[src/hdl/ffpa_pkg.sv]
`timescale 1ns / 1ps
// ----------------------------------------------------------------------------
// ffpa_pkg: shared types and constants of the first-fit page allocator
// Field widths, command and register codes, controller/datapath interface.
// ----------------------------------------------------------------------------
package ffpa_pkg;

    localparam int NUM_PAGES_DEF = 64;

    localparam int OWNER_W     = 8;
    localparam int SIZE_W      = 20;
    localparam int PAGE_SIZE_W = 16;
    localparam int PIU_W       = 7;
    localparam int FIRST_W     = 6;
    localparam int COUNT_W     = 7;
    // running sum stays below size limit plus one page size
    localparam int SUM_W       = 21;

    localparam int IN_DATA_W  = 32;
    localparam int OUT_DATA_W = 16;
    localparam int CFG_DATA_W = 16;
    localparam int CFG_IDX_W  = 1;

    localparam logic [PAGE_SIZE_W-1:0] PAGE_SIZE_RST = 16'd4096;
    localparam logic [PIU_W-1:0]       PIU_RST       = 7'd64;

    localparam logic CMD_ALLOC = 1'b0;
    localparam logic CMD_FREE  = 1'b1;

    localparam logic [CFG_IDX_W-1:0] CFG_PAGE_SIZE    = 1'd0;
    localparam logic [CFG_IDX_W-1:0] CFG_PAGES_IN_USE = 1'd1;

    typedef struct packed {
        logic start_alloc;
        logic start_free;
        logic step_scan;
        logic step_free;
        logic push;
    } t_ctrl_cmd;

    typedef struct packed {
        logic scan_done;
        logic free_done;
        logic out_ready;
    } t_dp_status;

endpackage

[src/hdl/ffpa_ram.sv]
`timescale 1ns / 1ps
// ----------------------------------------------------------------------------
// ffpa_ram: generic simple dual-port RAM
// One write port, one read port with registered read data.
// ----------------------------------------------------------------------------
module ffpa_ram #(
    parameter int WIDTH = 8,
    parameter int DEPTH = 64,
    parameter int AW    = (DEPTH > 1) ? $clog2(DEPTH) : 1
) (
    input  logic             i_clk,
    input  logic             i_we,
    input  logic [AW-1:0]    i_waddr,
    input  logic [WIDTH-1:0] i_wdata,
    input  logic [AW-1:0]    i_raddr,
    output logic [WIDTH-1:0] o_rdata
);

    logic [WIDTH-1:0] r_mem [DEPTH];
    logic [WIDTH-1:0] r_rdata;

    always_ff @(posedge i_clk) begin
        if (i_we) begin
            r_mem[i_waddr] <= i_wdata;
        end
        r_rdata <= r_mem[i_raddr];
    end

    assign o_rdata = r_rdata;

endmodule

[src/hdl/ffpa_ctrl.sv]
`timescale 1ns / 1ps
// ----------------------------------------------------------------------------
// ffpa_ctrl: allocator sequencer
// Accepts a request, runs the allocate scan or the free sweep, hands result.
// ----------------------------------------------------------------------------
module ffpa_ctrl (
    input  logic                  i_clk,
    input  logic                  i_rst_n,
    input  logic                  i_in_valid,
    input  logic                  i_in_cmd,
    output logic                  o_in_ready,
    input  ffpa_pkg::t_dp_status  i_status,
    output ffpa_pkg::t_ctrl_cmd   o_cmd
);
    import ffpa_pkg::*;

    typedef enum logic [3:0] {
        ST_IDLE = 4'b0001,
        ST_SCAN = 4'b0010,
        ST_FREE = 4'b0100,
        ST_DONE = 4'b1000
    } t_state;

    t_state r_state;
    t_state n_state;

    always_ff @(posedge i_clk) begin
        if (!i_rst_n) begin
            r_state <= ST_IDLE;
        end else begin
            r_state <= n_state;
        end
    end

    always_comb begin
        n_state = r_state;
        o_cmd   = '0;
        unique case (r_state)
            ST_IDLE: begin
                if (i_in_valid) begin
                    if (i_in_cmd == CMD_FREE) begin
                        o_cmd.start_free = 1'b1;
                        n_state          = ST_FREE;
                    end else begin
                        o_cmd.start_alloc = 1'b1;
                        n_state           = ST_SCAN;
                    end
                end
            end
            ST_SCAN: begin
                o_cmd.step_scan = 1'b1;
                if (i_status.scan_done) begin
                    n_state = ST_DONE;
                end
            end
            ST_FREE: begin
                o_cmd.step_free = 1'b1;
                if (i_status.free_done) begin
                    n_state = ST_DONE;
                end
            end
            ST_DONE: begin
                if (i_status.out_ready) begin
                    o_cmd.push = 1'b1;
                    n_state    = ST_IDLE;
                end
            end
            default: begin
                n_state = ST_IDLE;
            end
        endcase
    end

    assign o_in_ready = (r_state == ST_IDLE);

endmodule

[src/hdl/ffpa_dp.sv]
`timescale 1ns / 1ps
// ----------------------------------------------------------------------------
// ffpa_dp: allocator datapath
// Config registers, used bits, owner RAM, run scan, free sweep, output reg.
// ----------------------------------------------------------------------------
module ffpa_dp #(
    parameter int NUM_PAGES = ffpa_pkg::NUM_PAGES_DEF
) (
    input  logic                                i_clk,
    input  logic                                i_rst_n,
    input  logic                                i_cfg_we,
    input  logic [ffpa_pkg::CFG_IDX_W-1:0]      i_cfg_idx,
    input  logic [ffpa_pkg::CFG_DATA_W-1:0]     i_cfg_wdata,
    input  logic [ffpa_pkg::IN_DATA_W-1:0]      i_in_data,
    input  ffpa_pkg::t_ctrl_cmd                 i_cmd,
    output ffpa_pkg::t_dp_status                o_status,
    input  logic                                i_out_ready,
    output logic                                o_out_valid,
    output logic [ffpa_pkg::OUT_DATA_W-1:0]     o_out_data
);
    import ffpa_pkg::*;

    localparam int IDX_W = (NUM_PAGES > 1) ? $clog2(NUM_PAGES) : 1;
    localparam int CNT_W = $clog2(NUM_PAGES + 1);
    localparam int CMP_W = (CNT_W > PIU_W) ? CNT_W : PIU_W;
    localparam logic [PIU_W-1:0] LIM_CAP = PIU_W'((NUM_PAGES < 127) ? NUM_PAGES : 127);
    localparam logic [CNT_W-1:0] CNT_END = CNT_W'(NUM_PAGES);

    // configuration
    logic [PAGE_SIZE_W-1:0] r_page_size;
    logic [PIU_W-1:0]       r_pages_in_use;

    always_ff @(posedge i_clk) begin
        if (!i_rst_n) begin
            r_page_size    <= PAGE_SIZE_RST;
            r_pages_in_use <= PIU_RST;
        end else if (i_cfg_we) begin
            unique case (i_cfg_idx)
                CFG_PAGE_SIZE:    r_page_size    <= i_cfg_wdata[PAGE_SIZE_W-1:0];
                CFG_PAGES_IN_USE: r_pages_in_use <= i_cfg_wdata[PIU_W-1:0];
            endcase
        end
    end

    logic [PAGE_SIZE_W-1:0] w_ps;
    logic [PIU_W-1:0]       w_limit;

    assign w_ps    = (r_page_size == '0) ? PAGE_SIZE_W'(1) : r_page_size;
    assign w_limit = (r_pages_in_use > LIM_CAP) ? LIM_CAP : r_pages_in_use;

    // request
    logic [OWNER_W-1:0] r_owner;
    logic [SIZE_W-1:0]  r_size;

    always_ff @(posedge i_clk) begin
        if (i_cmd.start_alloc || i_cmd.start_free) begin
            r_owner <= i_in_data[OWNER_W-1:0];
            r_size  <= i_in_data[OWNER_W +: SIZE_W];
        end
    end

    // scan state
    logic [CNT_W-1:0]   r_idx;
    logic [CMP_W-1:0]   r_start;
    logic [COUNT_W-1:0] r_run;
    logic [SUM_W-1:0]   r_sum;
    logic               r_rd_vld;
    logic [IDX_W-1:0]   r_rd_idx;
    logic [NUM_PAGES-1:0] r_used;
    logic [NUM_PAGES-1:0] n_used;

    logic               w_scan_end;
    logic               w_page_used;
    logic [CMP_W-1:0]   w_start;
    logic [COUNT_W-1:0] w_run;
    logic [SUM_W-1:0]   w_sum;
    logic               w_found;
    logic               w_mark;
    logic               w_issue;
    logic [OWNER_W-1:0] w_rd_owner;
    logic               w_owner_we;

    assign w_scan_end  = CMP_W'(r_idx) >= CMP_W'(w_limit);
    assign w_page_used = r_used[r_idx[IDX_W-1:0]];
    assign w_start     = (r_run == '0) ? CMP_W'(r_idx) : r_start;
    assign w_run       = r_run + COUNT_W'(1);
    assign w_sum       = ((r_run == '0) ? SUM_W'(0) : r_sum) + SUM_W'(w_ps);
    assign w_found     = !w_scan_end && !w_page_used && (w_sum >= SUM_W'(r_size));
    assign w_mark      = i_cmd.step_scan && w_found && (r_size != '0);
    assign w_issue     = i_cmd.step_free && (r_idx != CNT_END);
    // owner is written ahead on every free page of the run; unused entries are ignored
    assign w_owner_we  = i_cmd.step_scan && !w_scan_end && !w_page_used;

    always_ff @(posedge i_clk) begin
        if (!i_rst_n) begin
            r_idx    <= '0;
            r_run    <= '0;
            r_rd_vld <= 1'b0;
        end else begin
            r_rd_vld <= w_issue;
            if (i_cmd.start_alloc || i_cmd.start_free) begin
                r_idx <= '0;
                r_run <= '0;
            end else if (i_cmd.step_scan && !w_scan_end) begin
                r_idx <= r_idx + CNT_W'(1);
                r_run <= w_page_used ? '0 : w_run;
            end else if (w_issue) begin
                r_idx <= r_idx + CNT_W'(1);
            end
        end
    end

    always_ff @(posedge i_clk) begin
        r_rd_idx <= r_idx[IDX_W-1:0];
        if (i_cmd.step_scan) begin
            r_start <= w_start;
            r_sum   <= w_sum;
        end
    end

    ffpa_ram #(
        .WIDTH (OWNER_W),
        .DEPTH (NUM_PAGES)
    ) u_owner_ram (
        .i_clk   (i_clk),
        .i_we    (w_owner_we),
        .i_waddr (r_idx[IDX_W-1:0]),
        .i_wdata (r_owner),
        .i_raddr (r_idx[IDX_W-1:0]),
        .o_rdata (w_rd_owner)
    );

    // used bits
    always_comb begin
        n_used = r_used;
        if (w_mark) begin
            for (int k = 0; k < NUM_PAGES; k++) begin
                if (CMP_W'(k) >= w_start && CMP_W'(k) <= CMP_W'(r_idx)) begin
                    n_used[k] = 1'b1;
                end
            end
        end
        if (i_cmd.step_free && r_rd_vld && r_used[r_rd_idx] && (w_rd_owner == r_owner)) begin
            n_used[r_rd_idx] = 1'b0;
        end
    end

    always_ff @(posedge i_clk) begin
        if (!i_rst_n) begin
            r_used <= '0;
        end else begin
            r_used <= n_used;
        end
    end

    // result
    logic               r_res_ok;
    logic [FIRST_W-1:0] r_res_first;
    logic [COUNT_W-1:0] r_res_count;

    always_ff @(posedge i_clk) begin
        if (i_cmd.start_free) begin
            r_res_ok    <= 1'b1;
            r_res_first <= '0;
            r_res_count <= '0;
        end else if (i_cmd.step_scan) begin
            if (w_scan_end) begin
                r_res_ok    <= 1'b0;
                r_res_first <= '0;
                r_res_count <= '0;
            end else if (w_found) begin
                r_res_ok    <= 1'b1;
                r_res_first <= (r_size == '0) ? '0 : w_start[FIRST_W-1:0];
                r_res_count <= (r_size == '0) ? '0 : w_run;
            end
        end
    end

    // output register
    logic                  r_out_valid;
    logic [OUT_DATA_W-1:0] r_out_data;

    always_ff @(posedge i_clk) begin
        if (!i_rst_n) begin
            r_out_valid <= 1'b0;
        end else if (i_cmd.push) begin
            r_out_valid <= 1'b1;
        end else if (i_out_ready) begin
            r_out_valid <= 1'b0;
        end
    end

    always_ff @(posedge i_clk) begin
        if (i_cmd.push) begin
            r_out_data <= {(OUT_DATA_W - 1 - FIRST_W - COUNT_W)'(0),
                           r_res_count, r_res_first, r_res_ok};
        end
    end

    assign o_out_valid = r_out_valid;
    assign o_out_data  = r_out_data;

    assign o_status.scan_done = w_scan_end || w_found;
    assign o_status.free_done = (r_idx == CNT_END) && !r_rd_vld;
    assign o_status.out_ready = !r_out_valid || i_out_ready;

endmodule

[src/hdl/first_fit_page_allocator_unit.sv]
`timescale 1ns / 1ps
// Allocate: after the accept, pages are scanned in order until a fit is found or
//   min(pages_in_use, NUM_PAGES) is reached, then the result is loaded into the
//   output register once that register is empty or being read.
// Free: one owner RAM read per page over all NUM_PAGES.
// One request at a time; the next is accepted while the last result waits.
// Synchronous active-low reset frees every page and restores the registers.
// ----------------------------------------------------------------------------
// first_fit_page_allocator_unit: first-fit contiguous page allocator
// Owner table of equal pages; allocate a lowest free run, free by owner.
// ----------------------------------------------------------------------------
module first_fit_page_allocator_unit #(
    parameter int NUM_PAGES = ffpa_pkg::NUM_PAGES_DEF
) (
    input  logic                                i_clk,
    input  logic                                i_rst_n,
    input  logic                                i_cfg_we,
    input  logic [ffpa_pkg::CFG_IDX_W-1:0]      i_cfg_idx,
    input  logic [ffpa_pkg::CFG_DATA_W-1:0]     i_cfg_wdata,
    input  logic                                s_axis_tvalid,
    output logic                                s_axis_tready,
    input  logic [ffpa_pkg::IN_DATA_W-1:0]      s_axis_tdata,  // owner_id, request_size
    input  logic                                s_axis_tuser,  // cmd
    output logic                                m_axis_tvalid,
    input  logic                                m_axis_tready,
    output logic [ffpa_pkg::OUT_DATA_W-1:0]     m_axis_tdata   // ok, first_page, page_count
);
    import ffpa_pkg::*;

    t_ctrl_cmd  w_cmd;
    t_dp_status w_status;

    ffpa_ctrl u_ctrl (
        .i_clk      (i_clk),
        .i_rst_n    (i_rst_n),
        .i_in_valid (s_axis_tvalid),
        .i_in_cmd   (s_axis_tuser),
        .o_in_ready (s_axis_tready),
        .i_status   (w_status),
        .o_cmd      (w_cmd)
    );

    ffpa_dp #(
        .NUM_PAGES (NUM_PAGES)
    ) u_dp (
        .i_clk       (i_clk),
        .i_rst_n     (i_rst_n),
        .i_cfg_we    (i_cfg_we),
        .i_cfg_idx   (i_cfg_idx),
        .i_cfg_wdata (i_cfg_wdata),
        .i_in_data   (s_axis_tdata),
        .i_cmd       (w_cmd),
        .o_status    (w_status),
        .i_out_ready (m_axis_tready),
        .o_out_valid (m_axis_tvalid),
        .o_out_data  (m_axis_tdata)
    );

endmodule

[config.mk]
export PLATFORM = sky130hd
export DESIGN_NAME = first_fit_page_allocator_unit
export DESIGN_NICKNAME = d
export VERILOG_FILES = /design/src/hdl/ffpa_pkg.sv /design/src/hdl/ffpa_ram.sv /design/src/hdl/ffpa_ctrl.sv /design/src/hdl/ffpa_dp.sv /design/src/hdl/first_fit_page_allocator_unit.sv
export SDC_FILE = /design/constraint.sdc
export NUM_CORES = 1
export LEC_CHECK = 0
export ABC_AREA = 1
export ABC_CLOCK_PERIOD_IN_PS = 9400
export BUFFER_PORTS_ARGS = -buffer_cell sky130_fd_sc_hd__buf_2
export CORE_MARGIN = 1.5
export CORE_UTILIZATION = 40
export DETAILED_ROUTE_END_ITERATION = 8
export PLACE_DENSITY_LB_ADDON = 0.3
export SYNTH_ARGS = -nofsm -noshare
export SYNTH_HDL_FRONTEND = slang
export SYNTH_SLANG_ARGS = --single-unit
export TNS_END_PERCENT = 1
[constraint.sdc]
create_clock -name i_clk -period 9.4 [get_ports i_clk]
set_input_delay 1.41 -clock i_clk [delete_from_list [all_inputs] [get_ports i_clk]]
set_output_delay 1.41 -clock i_clk [all_outputs]
set_load 0.1 [all_outputs]
==> flow_summary_export.csv <==
group,metric,value,unit
run_status,status,"complete, no violations",
synth,synth_cell_types,52,
critical_path,worst_r2r_startpoint,"u_dp.r_run[0]",
critical_path,startpoint_type,"register",
clock_tree,clock_latency,0.63,ns
grt,grt_pass1_wl,136000,um
synth,synth.ff_latch_count,717,
layout,diodes,0,
critical_path,path_buf_inv,7,
grt,grt_pass1_vias,21900,
layout,fillerInstances,7325,
timing,hold_viol_final,0,
timing,fmax,179,MHz
clock_tree,clk_pin_slew_worst_paths,0.06,ns
clock_tree,cts_setup_buffers,0,
timing,clock_skew,0.0285,ns
layout,drive_gt1_share,8.96,%
pwr,power.switching,1680,uW
pwr,max-vdd-ir-drop,0.000210,V
pwr,intPower,5580,uW
timing,worst_pin_slew,1.26,ns
pwr,p_per_area,203,mW/mm^2
place,io_buffers,66,
critical_path,rrSetupSlack,3.82,ns
critical_path,slowest_stage,"buf_4",
floorplan,io_pins,73,
floorplan,fp.dieW,285,um
synth,yosysTopAreaCell,"edfxtp_1",
clock_tree,cts_made_buffers,78,
clock_tree,clock_sinks,717,
pwr,clockPowerShare,44.1,%
place,pre_cts_slack,3.92,ns
synth,synth_top_area_share,54.8,%
pwr,p_seq_share,49.1,%
detailed_routing,wirelength,90600,um
critical_path,reg2regPathDepth,33,
detailed_routing,postRouteAntennaNets,0,
timing,timing.setup.tns,0,ns
synth,synth_edf_count,582,
detailed_routing,vias_per_cell,5.55,
detailed_routing,first_iter_violations,2782,
timing,finalCritPeriodShare,59.3,%
synth,syn_area,0.0319,mm^2
grt,grt_max_degree,92,
timing,grt_setup_unrepaired,"no",
detailed_routing,vias,23500,
synth,synth_cells,3095,
timing,period_needed,5.58,ns
floorplan,core_area,0.0790,mm^2
timing,setup_viol,0,
clock_tree,cts_tree,"yes",
critical_path,end_kind,"register",
detailed_routing,firstDrtPassIters,5,
layout,final_cell_mix,"776 x nand2_1, 582 x edfxtp_1, 255 x inv_1",
floorplan,die_h,285,um
layout,final_common_cell,"nand2_1",
critical_path,cp-endpoint,"u_dp.r_used[7]",
synth,avgSynthCellArea,10.3,um^2
clock_tree,ctsHoldBuffers,0,
place,dp_hpwl,55100,um
clock_tree,cts_root_buffer,"clkbuf_16",
clock_tree,htreeDepth,3,
grt,grt.total_usage,21.9,%
critical_path,cp.depth,33,
critical_path,path_common_cell,"nand2_1",
synth,synthArstFlopShare,0,%
grt,grt-ovfl-total,0,
grt,antenna_found_initial,0,
layout,final_nets,3225,
synth,ys_seq_area_share,63.2,%
worst_hold_path,hold_class,"reg -> reg",
floorplan,start_util,40.4,%
timing,slew_headroom,15.1,%
synth,synth_flop_cell,"edfxtp_1",
clock_tree,cts_buffer_depth,3,
detailed_routing,wire_per_inst,21.4,um
place,finalWeightedCongestion,0.960,
critical_path,critPathRequiredTime,9.95,ns
floorplan,rows,103,
critical_path,critPathTopFamily,"buffers and inverters",
detailed_routing,drc_errors,0,
timing,setup_ws,3.82,ns
pwr,switching_share,23.2,%
critical_path,crit_start,"u_dp.r_run[0]",
pwr,pwr-share-comb,6.8,%
synth,ys_warn_count,0,
synth,synthTopCellsByArea,"edfxtp_1 55%, nand2_1 9.1%, dfxtp_1 8.5%, nand4_1 3.5%, inv_1 3.0%",
clock_tree,ctsResizeCount,0,
critical_path,arrival,6.13,ns
critical_path,crit_type,"reg -> reg",
floorplan,die-area,0.0815,mm^2
critical_path,reg2reg_to,"u_dp.r_used[7]",
pwr,p_leak,0.0129,uW
timing,slew_violations,0,
critical_path,cp_max_fo,45,
run,max-cap-violations,0,
layout,syn_to_final_growth,12.2,%
critical_path,critPathMaxStageDelay,0.49,ns
==> sequential cells by signal, indices dropped and copies added, names as in the netlist <==
register	cells
u_dp.r_res_ok	1
u_ctrl.r_state	4
u_dp.r_run	7
u_dp.o_out_valid	1
u_dp.r_pages_in_use	7
u_dp.u_owner_ram.r_mem	512
u_dp.r_size	20
u_dp.r_res_count	7
u_dp.r_res_first	6
u_dp.r_owner	8
u_dp.r_rd_vld	1
u_dp.r_used	64
u_dp.r_sum	21
u_dp.r_rd_idx	6
u_dp.r_start	7
u_dp.o_out_data	14
u_dp.r_idx	7
u_dp.u_owner_ram.o_rdata	8
u_dp.r_page_size	16
==> worst min-delay path by stage <==
stage	from	end	depth (start not counted)
4_1_cts	u_dp.r_res_first[4]	u_dp.o_out_data[5]	0
6_report	u_dp.r_res_first[5]	u_dp.o_out_data[6]	0
3_3_place_gp	u_dp.r_res_first[2]	u_dp.o_out_data[3]	0
5_1_grt	u_dp.r_res_first[4]	u_dp.o_out_data[5]	0
3_5_place_dp	u_dp.r_res_first[4]	u_dp.o_out_data[5]	0
2_1_floorplan	u_dp.r_idx[0]	u_dp.r_rd_idx[0]	0
==> layout make-up <==
| type | instances | area (um^2) | share of cell area (%) |
|---|---|---|---|
| clock inverter | 48 | 589 | 1.65 |
| inverter | 268 | 1010 | 2.81 |
| timing repair buffer | 112 | 676 | 1.89 |
| sequential | 717 | 20200 | 56.4 |
| tap | 1050 | 1310 | 3.67 |
| clock buffer | 93 | 2070 | 5.78 |
| multi-input combinational | 1943 | 9970 | 27.8 |
==> cell families after synthesis <==
family                   synth area share, %
AND/OR/NAND/NOR                         17.6
flip-flops                              63.2
AO/OA/AOI/OAI                           10.5
buffers and inverters                   5.75
adder cells (fa/ha/maj)                 1.98
XOR/XNOR                               0.851
other                                 0.0118
==> Yosys cell counts, types with 5 or more instances <==
library cell,number
a211oi_1,14
a21oi_1,178
a221oi_1,60
a22oi_1,67
a31oi_1,8
buf_1,8
buf_2,53
buf_4,10
buf_6,12
clkbuf_1,82
dfxtp_1,135
edfxtp_1,582
ha_1,49
inv_1,255
inv_2,10
nand2_1,777
nand2_2,6
nand3_1,70
nand4_1,179
nor2_1,213
nor2_2,12
nor3_1,20
nor4_1,10
o21ai_0,163
o21ai_1,14
o21ai_2,6
o22ai_1,15
o2bb2ai_1,5
xnor2_1,9
xor2_1,22
==> stage by stage <==
stage / area [um^2] / utilization [%] / instances / hold WS [ns] / power, uW
floorplan: 31900 / - / 3096 / 0.352 / 3940
global placement: 33100 / 42.0 / 4090 / 0.420 / 4120
detailed placement: 33100 / 42.0 / 4090 / 0.421 / 4120
CTS: 35800 / 45.3 / 4231 / 0.435 / 7290
global route: 35800 / 45.3 / 4231 / 0.447 / 7460
finish: 35800 / 45.3 / 4231 / 0.431 / 7260
==> power groups by stage <==
stage | combinational (uW) | sequential (uW) | clock (uW)
after floorplan | 253 | 3680 | 0
after global placement | 487 | 3630 | 0
after detailed placement | 490 | 3630 | 0
after CTS | 492 | 3560 | 3240
after global routing | 538 | 3570 | 3360
final | 494 | 3560 | 3200
==> layer usage <==
| layer | GRT usage, % | wire, um |
|---|---|---|
| met1 | 31.4 | 39900 |
| met2 | 34.0 | 41200 |
| met3 | 3.11 | 6970 |
| met4 | 7.71 | 2600 |
| met5 | 0 | 0 |
Power figures use the tool's default switching activity.
